==> src/hw/rtl/pfa_pkg.sv <==
package pfa_pkg;

  localparam int unsigned MODE_W  = 3;
  localparam int unsigned ADDR_W  = 16;
  localparam int unsigned DATA_W  = 8;
  localparam int unsigned COUNT_W = 9;
  localparam int unsigned FRAME_W = 8;
  localparam int unsigned FC_W    = 9;

  typedef enum logic [MODE_W-1:0] {
    MODE_READ   = 3'd0,
    MODE_WRITE  = 3'd1,
    MODE_ALLOC  = 3'd2,
    MODE_CONTIG = 3'd3,
    MODE_FREE   = 3'd4
  } mode_e;

  typedef enum logic [3:0] {
    ST_CLEAR,
    ST_IDLE,
    ST_DISPATCH,
    ST_RD_WAIT,
    ST_ALLOC_WAIT,
    ST_SCAN,
    ST_WALK_RD,
    ST_WALK_DATA,
    ST_PAGE_CLR,
    ST_RESULT
  } state_e;

  typedef struct packed {
    logic capture;
    logic init;
    logic mem_rd;
    logic mem_wr;
    logic set_rdata;
    logic alloc_rd;
    logic alloc_take;
    logic free_push;
    logic page_clr;
    logic scan_init;
    logic scan_step;
    logic walk_rd;
    logic walk_step;
    logic out_load;
  } cmd_t;

  typedef struct packed {
    logic  fmt_start;
    mode_e mode;
    logic  addr_ok;
    logic  head_nil;
    logic  count_ok;
    logic  used_ok;
    logic  frame_in_fc;
    logic  ptr_last;
    logic  off_last;
    logic  scan_end;
    logic  found;
    logic  cur_nil;
    logic  out_free;
  } sts_t;

endpackage

==> src/hw/rtl/pfa_ctrl.sv <==
module pfa_ctrl (
  input  logic          clk_i,
  input  logic          rst_ni,
  input  logic          in_valid_i,
  output logic          in_ready_o,
  input  pfa_pkg::sts_t sts_i,
  output pfa_pkg::cmd_t cmd_o
);
  import pfa_pkg::*;

  state_e state_q, state_d;

  always_ff @(posedge clk_i or negedge rst_ni) begin
    if (!rst_ni) begin
      state_q <= ST_CLEAR;
    end else begin
      state_q <= state_d;
    end
  end

  always_comb begin
    state_d    = state_q;
    cmd_o      = '0;
    in_ready_o = 1'b0;
    case (state_q)
      ST_CLEAR: begin
        cmd_o.init = 1'b1;
        if (sts_i.ptr_last) state_d = ST_IDLE;
      end
      ST_IDLE: begin
        in_ready_o = 1'b1;
        if (in_valid_i) begin
          cmd_o.capture = 1'b1;
          state_d = ST_DISPATCH;
        end
      end
      ST_DISPATCH: begin
        state_d = ST_RESULT;
        case (sts_i.mode)
          MODE_READ: begin
            if (sts_i.addr_ok) begin
              cmd_o.mem_rd = 1'b1;
              state_d = ST_RD_WAIT;
            end
          end
          MODE_WRITE: begin
            cmd_o.mem_wr = sts_i.addr_ok;
          end
          MODE_ALLOC: begin
            if (!sts_i.head_nil) begin
              cmd_o.alloc_rd = 1'b1;
              state_d = ST_ALLOC_WAIT;
            end
          end
          MODE_CONTIG: begin
            if (sts_i.count_ok) begin
              cmd_o.scan_init = 1'b1;
              state_d = ST_SCAN;
            end
          end
          MODE_FREE: begin
            if (sts_i.used_ok) begin
              cmd_o.free_push = 1'b1;
              if (sts_i.frame_in_fc) state_d = ST_PAGE_CLR;
            end
          end
          default: state_d = ST_RESULT;
        endcase
      end
      ST_RD_WAIT: begin
        cmd_o.set_rdata = 1'b1;
        state_d = ST_RESULT;
      end
      ST_ALLOC_WAIT: begin
        cmd_o.alloc_take = 1'b1;
        state_d = ST_RESULT;
      end
      ST_SCAN: begin
        if (sts_i.scan_end) begin
          state_d = ST_RESULT;
        end else begin
          cmd_o.scan_step = 1'b1;
          if (sts_i.found) state_d = ST_WALK_RD;
        end
      end
      ST_WALK_RD: begin
        if (sts_i.cur_nil) begin
          state_d = ST_RESULT;
        end else begin
          cmd_o.walk_rd = 1'b1;
          state_d = ST_WALK_DATA;
        end
      end
      ST_WALK_DATA: begin
        cmd_o.walk_step = 1'b1;
        state_d = ST_WALK_RD;
      end
      ST_PAGE_CLR: begin
        cmd_o.page_clr = 1'b1;
        if (sts_i.off_last) state_d = ST_RESULT;
      end
      ST_RESULT: begin
        if (sts_i.out_free) begin
          cmd_o.out_load = 1'b1;
          state_d = ST_IDLE;
        end
      end
      default: state_d = ST_CLEAR;
    endcase
    if (sts_i.fmt_start) begin
      cmd_o      = '0;
      in_ready_o = 1'b0;
      state_d    = ST_CLEAR;
    end
  end

endmodule

==> config.mk <==
export PLATFORM = sky130hd
export DESIGN_NAME = pfa_ctrl
export DESIGN_NICKNAME = d
export VERILOG_FILES = /design/src/hw/rtl/pfa_pkg.sv /design/src/hw/rtl/pfa_ctrl.sv
export SDC_FILE = /design/constraint.sdc
export NUM_CORES = 1
export LEC_CHECK = 0
export ABC_AREA = 1
export BUFFER_PORTS_ARGS = -buffer_cell sky130_fd_sc_hd__clkbuf_2
export CORE_MARGIN = 2
export CORE_UTILIZATION = 40
export DETAILED_ROUTE_END_ITERATION = 10
export PLACE_DENSITY = 0.74
export SYNTH_ARGS = -nofsm -noshare
export SYNTH_HDL_FRONTEND = slang
export SYNTH_SLANG_ARGS = --single-unit
==> constraint.sdc <==
create_clock -name clk_i -period 1.3 [get_ports clk_i]
set_clock_uncertainty 0.15 [all_clocks]
set_input_delay 0.195 -clock clk_i [delete_from_list [all_inputs] [get_ports clk_i]]
set_output_delay 0.195 -clock clk_i [all_outputs]
set_load 0.02 [all_outputs]
---- Yosys cells after proc, flatten, opt, wreduce, memory -nomap -nowiden ----
Cells that the tools add are included.
Widths: inputs -> output; s select.
word-level totals
  output and inout bits ................... 15
  register bits after elaboration ......... 4
  bits of input ports ..................... 18
  logic and storage cells ................. 67
cells by class
  eq/ne operators ......................... 18
  reduce and logical (&&, ||, !) cells .... 4
  muxes and demuxes ....................... 44
operator list
  cell                number
  $mux 4              12
  $pmux 4 s9          1
  $mux 1              28
  $eq 4x3->1 const B  4
  $pmux 4 s4          1
  $mux 14             1
  $ne 3x3->1 const B  4
  $eq 4x2->1 const B  2
  $eq 4x4->1 const B  2
  $eq 3x2->1 const B  2
  $reduce_and 5->1    1
  $eq 4x1->1 const B  1
  $logic_not 4->1     1
  $ne 4x4->1 const B  1
  $eq 3x1->1 const B  1
  $eq 3x3->1 const B  1
  $logic_not 3->1     1
  $mux 2              1
  $reduce_or 2->1     1

---- Longest topological paths before layout ----
Gate-level depths: netlist of run 1.
  depth in word-level cells ............... 5
  mapped depth ............................ 9
  depth with buffers taken out ............ 9

---- Worst setup path after synthesis of run 1 ----
OpenSTA, ideal clock, no wires.
  path kind ............................... reg-to-output
  start ................................... register state_q[3]
  end ..................................... output port cmd_o[10] (netlist bit)
  slack ................................... -0.309 ns
  required time ........................... 0.955 ns
  buffers on the path ..................... 0
  arrival time ............................ 1.264 ns
  stages on the path, launching flop included .. 5
  cell sequence ........................... dfrtp_1 > nor2_2 > and2_4 > nand2_1 > nor4_2
RTL lines
  element                 line            RTL
  start, declared         pfa_ctrl.sv:11  state_e state_q, state_d;
  start signal, assigned  pfa_ctrl.sv:17  state_q <= state_d;
  end, declared           pfa_ctrl.sv:7   output pfa_pkg::cmd_t cmd_o

==> summary.md, run 1 <==
| Metric | Value |
|---|---|
| Post-synthesis adder-cell area fraction | 0% |
| FMAX | 563 MHz |
| CTS clk-pin slew, worst paths | ~40 ps |
| YS warnings | 0 |
| Synth-to-layout area growth | 104% |
| Mean Syn Cell Area | ~5.5 um^2 |
| Row count | 14 |
| Io pins | 33 |
| Biggest regs | state_q: 4 flops |
| Period utilization | 137% |
| Die Span Y | 44.8 um |
| Initial core utilization | 43.6% |
| Largest net degree at the start of global routing | 10 |
| Fin nets | a little over 200 |
| Most frequent cells after synthesis | nand2_1 (35), nor2_1 (25), inv_1 (10) |
| Iteration-0 DRC Markers | 46 |
| Post-synthesis mux area share | 0% |
| EDFF count, synth | 0 |
| Die footprint | around 0.002 mm^2 |
| Max Cap Violations | 0 |
| Largest register FFs | 4 |
| Layout cells sized above 1 | between 60 and 70% |
| Clk_lat worst skew | roughly 230 ps |
| Least-Margin Pin Slew | between 200 and 250 ps |
| Crit-path max FO | 6 |
| Failing checks | setup timing |
| Post-synthesis cell area | 664 um^2 |
| Psw | 762 uW |
| Grt ovf | 0 |
| Final Core Density | 89.1% |
| Vias in the first global route | 1042 |
| Compound-cell area share of the yosys netlist | 5.84% |
| Most flop-heavy register | state_q |
| Initial antenna violation count | 0 |
| Slew headroom | 83.6% |
| Net Sw Frac | 48.7% |
| Post-synthesis sequential area ratio | around 15% |
| Slowest cell delay on critical path | 450 ps |
| Minimum clock period | 1780 ps |
| DIE WIDTH | 44.8 um |
| Dpl ws | -249 ps |
| Port Buffers | 32 |
| Total power | 1560 uW |
| Cell count after synthesis | ~120 |
| Count of final max-slew check failures | 0 |
| Vias per inst | 5.48 |
| Worst EP arrival | between 1000 and 1500 ps |
| CTS H-tree lvls | 1 |
| Fin area | 0.00136 mm^2 |
| Leakage | 0.000715 uW |
| Clock share of power | approximately a tenth |
| Post-synth top area cell | nand2_1 |
| Power density over cell area | 1150 mW/mm^2 |
| Drt drc | 0 |
| Most common cell in the netlist | nand2_1 |
| CP Launch Type | flip-flop |
| Final GP Congestion | 0.816 |
| Seq cells post-synth | 4 |
| Most Frequent Cell on Critical Path | nor2_4 |
| Asr flop ratio synth | 100% |
| CTS Sinks | 4 |
| WS Path Type | flip-flop to output pin |
| Main area contributors after synthesis | nand2_1 (20%), dfrtp_1 (15%), nor2_1 (14%) |
| Maximum root-to-sink buffer count | 2 |
| CTS Buf Count | 3 |
| Ant diodes | 0 |
| Drt wl/cell | 15.2 um |
| Clock Tree Root | clkbuf_4 |
| Number of routed nets with antenna violations | 0 |
| DRT Pass-1 Iters | 4 |
| Crit-path cells | nor2_4, and2_4, nand3_2, nor2_4, clkbuf_4 |
| Routed Wire Length | about 3000 um |
| Post-synth top area share | 19.8% |
| Total track usage | 28.4% |
| PnR worst setup slack | -478 ps |
| Setup violations, final | 19 |
| Synth Net Count | 139 |
| Post-Synth XOR/XNOR Area | 0% |
| Cell area after placement | 0.00105 mm^2 |
| CTS tree | done |
| Post-Synth Simple-Gate Area | 69.9% |
| Critical Path RT | 950 ps |
| RSZ-0062 raised after global routing | true |
| Slowest stage cell on the critical path | dfrtp_2 |
| Hold crit path type | input port to asynchronous set/reset pin |
| Status | finished, violations left |
| First-pass GRT wire length | 4280 um |
| DP HPWL | 1650 um |
| Largest family of logic cells by synthesized area | simple AND/OR/NAND/NOR gates |
| Reg power frac | approximately 14% |
| Primary FF master, synth | dfrtp_1 |
| Max VDD drop | 1070 uV |
| Vias | 1096 |
| Core area | 0.00152 mm^2 |
| Internal | 803 uW |
| Final count of hold timing violations | 0 |
| Critical Path Sink Type | output pin |
| Synth cell types | 24 |
| Part of the power in combinational logic | 76.8% |
per-layer routing:
metal	GRT usage [%]	vias to the layer above	part of all wire [%]
li1	-	511	-
met1	31.9	494	37
met2	55.7	77	53
met3	3.20	14	7.1
met4	7.27	0	3.2
met5	0	-	0
power by group through the flow:
stage               Clock (uW)  Combinational, uW  Sequential (uW)
floorplan                    0                484              212
global placement             0                786              192
detailed placement           0                798              193
CTS                        158               1060              201
global route               160               1270              217
finish                     150               1200              213
layout by cell type (no fill, tap or decap), drive strengths merged:
master / count
o21ai: 4
nand3b: 1
dfrtp: 4
nor3b: 2
dlygate4sd3: 1
nand3: 12
nor3: 2
buf: 34
and2: 2
a31oi: 1
a21oi: 1
nand4: 1
nor2: 33
inv: 14
nor4: 1
nand2: 40
o211ai: 1
clkbuf: 30
cell families after synthesis:
group / after synthesis
buf+inv: 16
flops: 4
simple gates: 94
compound gates: 7
worst max-delay path: cells and delay by family, from the launching register on:
family        cells  cell delay (ps)
buf+inv           1              160
simple gates      4              580
flops             1              450
final cells by class:
class / instances / area [um^2]
clock buffers: 3 / 22.5
fillers: 75 / 166
inverters: 14 / 57.6
multi-input cells: 101 / 674
flip-flops and latches: 4 / 101
well taps: 16 / 20.0
repair buffers: 62 / 482
stage by stage:
stage / hold WS, ps / cells / setup TNS, ps
after floorplan: -251 / 121 / -1320
after global placement: -148 / 186 / -3110
after detailed placement: -141 / 186 / -3280
after CTS: 151 / 197 / -6260
after global routing: 205 / 200 / -8060
final: 199 / 200 / -7220
worst paths after layout:
| path | start | end | slack, ps | cells after the start |
|---|---|---|---|---|
| worst max-delay path | state_q[0] | cmd_o[4] | -480 | 5 |
| worst min-delay path | rst_ni | state_q[3] | 200 | 2 |
| worst max register to register | state_q[3] | state_q[3] | -380 | 11 |
| worst min register to register | state_q[3] | state_q[3] | 560 | 3 |
| max in group asynchronous | rst_ni | state_q[0] | 650 | 2 |
| min in group clk_i | sts_i[8] | state_q[2] | 200 | 3 |
repair_timing:
action                                  4_1_cts  5_1_grt
hold buffers                                  1        0
pin swaps                                     8       10
hold endpoints to repair                      4        0
buffers inserted                              7        3
endpoints found under the setup margin       19       19
gates cloned                                  0        0
resized for setup                            47       12
(Power assumes the default switching activity.)
==> inputs of run 2 (changes only) <==
Settings changed: CORE_MARGIN 2 to 4.
==> summary.md, run 2 (synthesized netlist as in run 1, its figures left out) <==
| Metric | Value |
|---|---|
| Critical R2R Launch | state_q[0] |
| Fill count | 58 (-23%) |
| Iteration-0 DRC Markers | 71 (+54%) |
| Grt ovf | 0 (unchanged) |
| Core area | 0.00154 mm^2 (+1.1%) |
| Total track usage | 21.6% (-6.8 points) |
| CTS Sinks | 4 (unchanged) |
| Setup TNS | -7680 ps (-458 ps) |
| CTS clk-pin slew, worst paths | 50 ps (about the same) |
| Reg-to-Reg End | state_q[0] |
| CP Launch Type | flip-flop |
| Worst path top cell family by delay | simple AND/OR/NAND/NOR gates |
| Commonest non-fill, non-tap cell in the layout | nand2_1 |
| Non-Filler Instances | 201 (+0.50%) |
| Crit-path cells | buf_4, nor2_4, nand2_4, nor3b_2, buf_4 |
| DIE WIDTH | 48.8 um (+8.9%) |
| Psw | 889 uW (+17%) |
| Routed Wire Length | 3740 um (+23%) |
| Biggest regs | state_q: 4 flops |
| Die footprint | 0.00238 mm^2 (+19%) |
| Most flop-heavy register | state_q |
| Vias | 1174 (+7.1%) |
| Crit-path max FO | 4 (-2) |
| Final Core Density | 91.9% (+2.8 points) |
| Minimum clock period | 1790 ps (+11.3 ps) |
| Most Frequent Cell on Critical Path | buf_4 |
| Worst path bufs/invs | 2 (+1) |
| DRT Pass-1 Iters | 4 (unchanged) |
| Clock Tree Root | clkbuf_4 |
| Max Cap Violations | 0 (unchanged) |
| Worst Hold Launch | sts_i[8] |
| Clock share of power | 9.0% (-0.6 points) |
| Drt drc | 0 (unchanged) |
| DP HPWL | 1720 um (+4.7%) |
| Critical Path Sink Type | output pin |
| Failing checks | setup timing |
| Critical Path RT | 950 ps (about the same) |
| Multi-input logic area | 691 um^2 (+2.4%) |
| Slowest cell delay on critical path | 400 ps (-50 ps) |
| Net Sw Frac | 49.8% (+1.0 points) |
| PnR worst setup slack | -489 ps (-11.3 ps) |
| Layout cells sized above 1 | 65.4% (+1.3 points) |
| Ant diodes | 0 (unchanged) |
| Hold Crit Depth | 3 |
| Vias in the first global route | 1030 (-1.2%) |
| Leakage | 0.000717 uW (+0.32%) |
| First-pass GRT wire length | 4210 um (-1.8%) |
| Period utilization | 138% (+0.87 points) |
| Final GP Congestion | 0.840 (+2.9%) |
| Initial antenna violation count | 0 (unchanged) |
| CTS Buf Count | 3 (unchanged) |
| FF-to-FF setup slack | -480 ps (-100 ps) |
| RSZ-0062 raised after global routing | true |
| CTS tree | done |
| Most frequent cells in the layout | nand2_1 (25), buf_4 (24), clkbuf_2 (17) |
| Slowest stage cell on the critical path | dfrtp_1 |
| Row count | 14 (unchanged) |
| Max VDD drop | 771 uV (-28%) |
| Vias per inst | 5.84 (+6.6%) |
| WS Path Type | flip-flop to output pin |
| Largest net degree at the start of global routing | 10 (unchanged) |
| Fin nets | 205 (+0.49%) |
| Total power | 1790 uW (+14%) |
| Io pins | 33 (unchanged) |
| Maximum root-to-sink buffer count | 2 (unchanged) |
| Power density over cell area | 1260 mW/mm^2 (+9.4%) |
| Hold crit path type | input port to flip-flop |
| FMAX | 559 MHz (-0.63%) |
| Hold path endpoint | state_q[2] |
| Count of final max-slew check failures | 0 (unchanged) |
| Drt wl/cell | 18.6 um (+22%) |
| Slew headroom | 79.2% (-4.4 points) |
| Initial core utilization | 43.1% (-0.50 points) |
| Largest register FFs | 4 (unchanged) |
| Number of routed nets with antenna violations | 0 (unchanged) |
| Register area | 101 um^2 (unchanged) |
| Clk_lat worst skew | 240 ps (about the same) |
| Worst EP arrival | 1440 ps (about the same) |
| Placed Cells | 186 (unchanged) |
| Die Span Y | 48.8 um (+8.9%) |
| Part of the power in combinational logic | 79.1% (+2.3 points) |
| Port Buffers | 32 (unchanged) |
| Status | finished, violations left |
| WHS | 135 ps (-63.4 ps) |
| Final count of hold timing violations | 0 (unchanged) |
| Internal | 898 uW (+12%) |
| CTS H-tree lvls | 1 (unchanged) |
| Least-Margin Pin Slew | 309 ps (+63.2 ps) |
| Reg power frac | 11.9% (-1.7 points) |
| R2R depth | 10 (-1) |
| Synth-to-layout area growth | 113% |
| Setup violations, final | 19 (unchanged) |
run 2: cell types whose count changed in the layout (fill, tap and decap cells not counted), sizes merged:
| cell | before | now |
|---|---|---|
| buf | 34 | 36 |
| clkbuf | 30 | 29 |
run 2: worst max path at each step:
stage                     slack [ps]       start   endpoint  cells after the start
after floorplan                 -220  state_q[3]  cmd_o[10]                      4
after global placement          -220  state_q[2]   cmd_o[0]                      5
after detailed placement        -250  state_q[1]  cmd_o[13]                      5
after CTS                       -420  state_q[3]  cmd_o[10]                      5
after global routing            -590  state_q[2]   cmd_o[2]                      6
final                           -490  state_q[1]  cmd_o[13]                      5
run 2: metal layers:
layer	part of all wire, %	wire (um)	track usage [%]	vias up
met4	6.9	258	9.87	0
met2	48	1790	43.3	104
met1	34	1260	21.2	528
li1	-	-	-	510
met5	0	0	0	-
met3	11	430	2.45	32
run 2: final cells by class:
type,instances,area share (%)
multi-input combinational,101,48.8
timing repair buffer,63,36.8
sequential,4,7.16
inverter,14,4.24
clock buffer,3,1.59
tap,16,1.41
run 2: metrics by stage:
step / cell area (um^2) / setup WS, ps
2_1_floorplan: 734 / -224
3_3_place_gp: 1050 / -217
3_5_place_dp: 1050 / -247
4_1_cts: 1290 / -416
5_1_grt: 1420 / -587
6_report: 1420 / -489
run 2: power by group through the flow:
stage / Combinational (uW) / Sequential (uW) / Clock [uW]
3_5_place_dp: 797 / 188 / 0
5_1_grt: 1470 / 217 / 176
3_3_place_gp: 781 / 185 / 0
4_1_cts: 1080 / 190 / 154
6_report: 1410 / 213 / 161
2_1_floorplan: 484 / 212 / 0
run 2: worst min-delay path: stages:
cell      delay [ps]
clkbuf_2         100
nand3_2          100
a31oi_1           80
run 2: repair_timing:
| item | 4_1_cts | 5_1_grt |
|---|---|---|
| endpoints found under the setup margin | 19 | 19 |
| setup buffers | 7 | 4 |
| hold buffers | 1 | 0 |
| pin swaps | 12 | 17 |
| cloned | 0 | 0 |
| endpoints found under the hold margin | 4 | 0 |
| resized for setup | 44 | 31 |
==> inputs of run 3 (changes only) <==
Settings changed: MAX_ROUTING_LAYER set to met4.
==> summary.md, run 3 (synthesized netlist as in run 1, its figures left out) <==
| Metric | Value |
|---|---|
| Fin nets | 205 (unchanged) |
| FMAX | 556 MHz (-0.57%) |
| DRT Pass-1 Iters | 4 (unchanged) |
| Core area | 0.00154 mm^2 (unchanged) |
| Maximum root-to-sink buffer count | 2 (unchanged) |
| Minimum clock period | 1800 ps (+10.3 ps) |
| Setup violations, final | 19 (unchanged) |
| Net Sw Frac | 49.8% (+0.062 points) |
| Least-Margin Pin Slew | 328 ps (+18.6 ps) |
| Clk_lat worst skew | 240 ps (about the same) |
| Largest net degree at the start of global routing | 10 (unchanged) |
| Largest register FFs | 4 (unchanged) |
| Iteration-0 DRC Markers | 75 (+5.6%) |
| Final Core Density | 91.9% (unchanged) |
| CTS tree | done |
| Power density over cell area | 1260 mW/mm^2 (+0.11%) |
| Dpl ws | -247 ps (unchanged) |
| Clock Tree Root | clkbuf_4 |
| Psw | 891 uW (+0.23%) |
| Critical Path RT | 950 ps (about the same) |
| Internal | 897 uW (about the same) |
| Clock share of power | 9.0% (about the same) |
| Grt ovf | 0 (unchanged) |
| Vias in the first global route | 1030 (unchanged) |
| Hold crit path type | input port to flip-flop |
| Slew headroom | 77.9% (-1.3 points) |
| CTS Buf Count | 3 (unchanged) |
| Number of routed nets with antenna violations | 0 (unchanged) |
| Total track usage | 22.2% (+0.59 points) |
| Part of the power in combinational logic | 79.0% (about the same) |
| WS Path Type | flip-flop to output pin |
| Port Buffers | 32 (unchanged) |
| Drt wl/cell | 18.7 um (+0.70%) |
| Critical Path Sink Type | output pin |
| Row count | 14 (unchanged) |
| Leakage | 0.000717 uW (unchanged) |
| CTS H-tree lvls | 1 (unchanged) |
| Synth-to-layout area growth | 113% (unchanged) |
| Vias per inst | 5.88 (+0.60%) |
| Count of final max-slew check failures | 0 (unchanged) |
| CTS clk-pin slew, worst paths | 50 ps (about the same) |
| Biggest regs | state_q: 4 flops |
| PnR worst setup slack | -499 ps (-10.3 ps) |
| Crit-path max FO | 4 (unchanged) |
| Final count of hold timing violations | 0 (unchanged) |
| First-pass GRT wire length | 4210 um (unchanged) |
| Status | finished, violations left |
| Final GP Congestion | 0.853 (+1.6%) |
| Most frequent cells in the layout | nand2_1 (25), buf_4 (24), clkbuf_2 (17) |
| Initial antenna violation count | 0 (unchanged) |
| Max Cap Violations | 0 (unchanged) |
| CP Launch Type | flip-flop |
| CTS Sinks | 4 (unchanged) |
| Period utilization | 138% (+0.79 points) |
| Io pins | 33 (unchanged) |
| Initial core utilization | 43.1% (unchanged) |
| Drt drc | 0 (unchanged) |
| DIE WIDTH | 48.8 um (unchanged) |
| Reg power frac | 11.9% (about the same) |
| WHS | 140 ps (+4.15 ps) |
| Die footprint | 0.00238 mm^2 (unchanged) |
| Layout cells sized above 1 | 65.4% (unchanged) |
| Failing checks | setup timing |
| Max VDD drop | 771 uV (about the same) |
| DP HPWL | 1720 um (unchanged) |
| RSZ-0062 raised after global routing | true |
| Commonest non-fill, non-tap cell in the layout | nand2_1 |
| Routed Wire Length | 3770 um (+0.70%) |
| Vias | 1181 (+0.60%) |
| Die Span Y | 48.8 um (unchanged) |
| Worst EP arrival | 1450 ps (about the same) |
| Ant diodes | 0 (unchanged) |
| Most flop-heavy register | state_q |
-- run 3: cell counts in the layout (fill, tap and decap cells not counted) --
No cell type changed its count.
-- run 3: layout make-up --
class	instances	area, um^2
clock buffer	3	22.5
fill	58	125
tap	16	20.0
timing repair buffer	63	522
sequential	4	101
inverter	14	60.1
multi-input combinational	101	691
-- run 3: path summary, 6_finish.rpt --
check                      startpoint    endpoint  slack (ps)  depth (start not counted)
setup / recovery           state_q[1]   cmd_o[13]        -500                          5
hold / removal               sts_i[8]  state_q[2]         140                          3
setup reg to reg           state_q[0]  state_q[0]        -470                         10
hold reg to reg            state_q[0]  state_q[0]         640                          3
max in group asynchronous      rst_ni  state_q[1]         710                          2
min in group asynchronous      rst_ni  state_q[2]         150                          2
-- run 3: worst max-delay path: stages (launching register included) --
cell and delay [ps]:
dfrtp_1 410, buf_4 180, nor2_4 170, nand2_4 100
nor3b_2 190, buf_4 170
-- run 3: power groups by stage --
stage	clock [uW]	sequential, uW	combinational, uW
5_1_grt	176	217	1470
4_1_cts	154	190	1080
3_5_place_dp	0	188	797
6_report	161	213	1410
2_1_floorplan	0	212	484
3_3_place_gp	0	185	781
-- run 3: stage by stage --
| stage | area, um^2 | setup TNS (ps) | power (uW) | cells |
|---|---|---|---|---|
| after floorplan | 734 | -1320 | 696 | 121 |
| after global placement | 1050 | -2890 | 966 | 186 |
| after detailed placement | 1050 | -3300 | 985 | 186 |
| after CTS | 1290 | -6430 | 1420 | 197 |
| after global routing | 1420 | -8750 | 1860 | 201 |
| final | 1420 | -7750 | 1790 | 201 |
-- run 3: repair_timing --
| action | in CTS | in global routing |
|---|---|---|
| hold buffers | 1 | 0 |
| setup endpoints to repair | 19 | 19 |
| pin swaps | 12 | 17 |
| endpoints found under the hold margin | 4 | 0 |
| resized for setup | 44 | 31 |
| buffers inserted | 7 | 4 |
-- run 3: routing by layer --
layer / vias up / track usage (%) / wire length [um]
met5: - / - / 0
met4: 0 / 9.87 / 273
met2: 112 / 43.3 / 1790
met1: 523 / 21.6 / 1270
met3: 36 / 1.84 / 430
li1: 510 / - / -
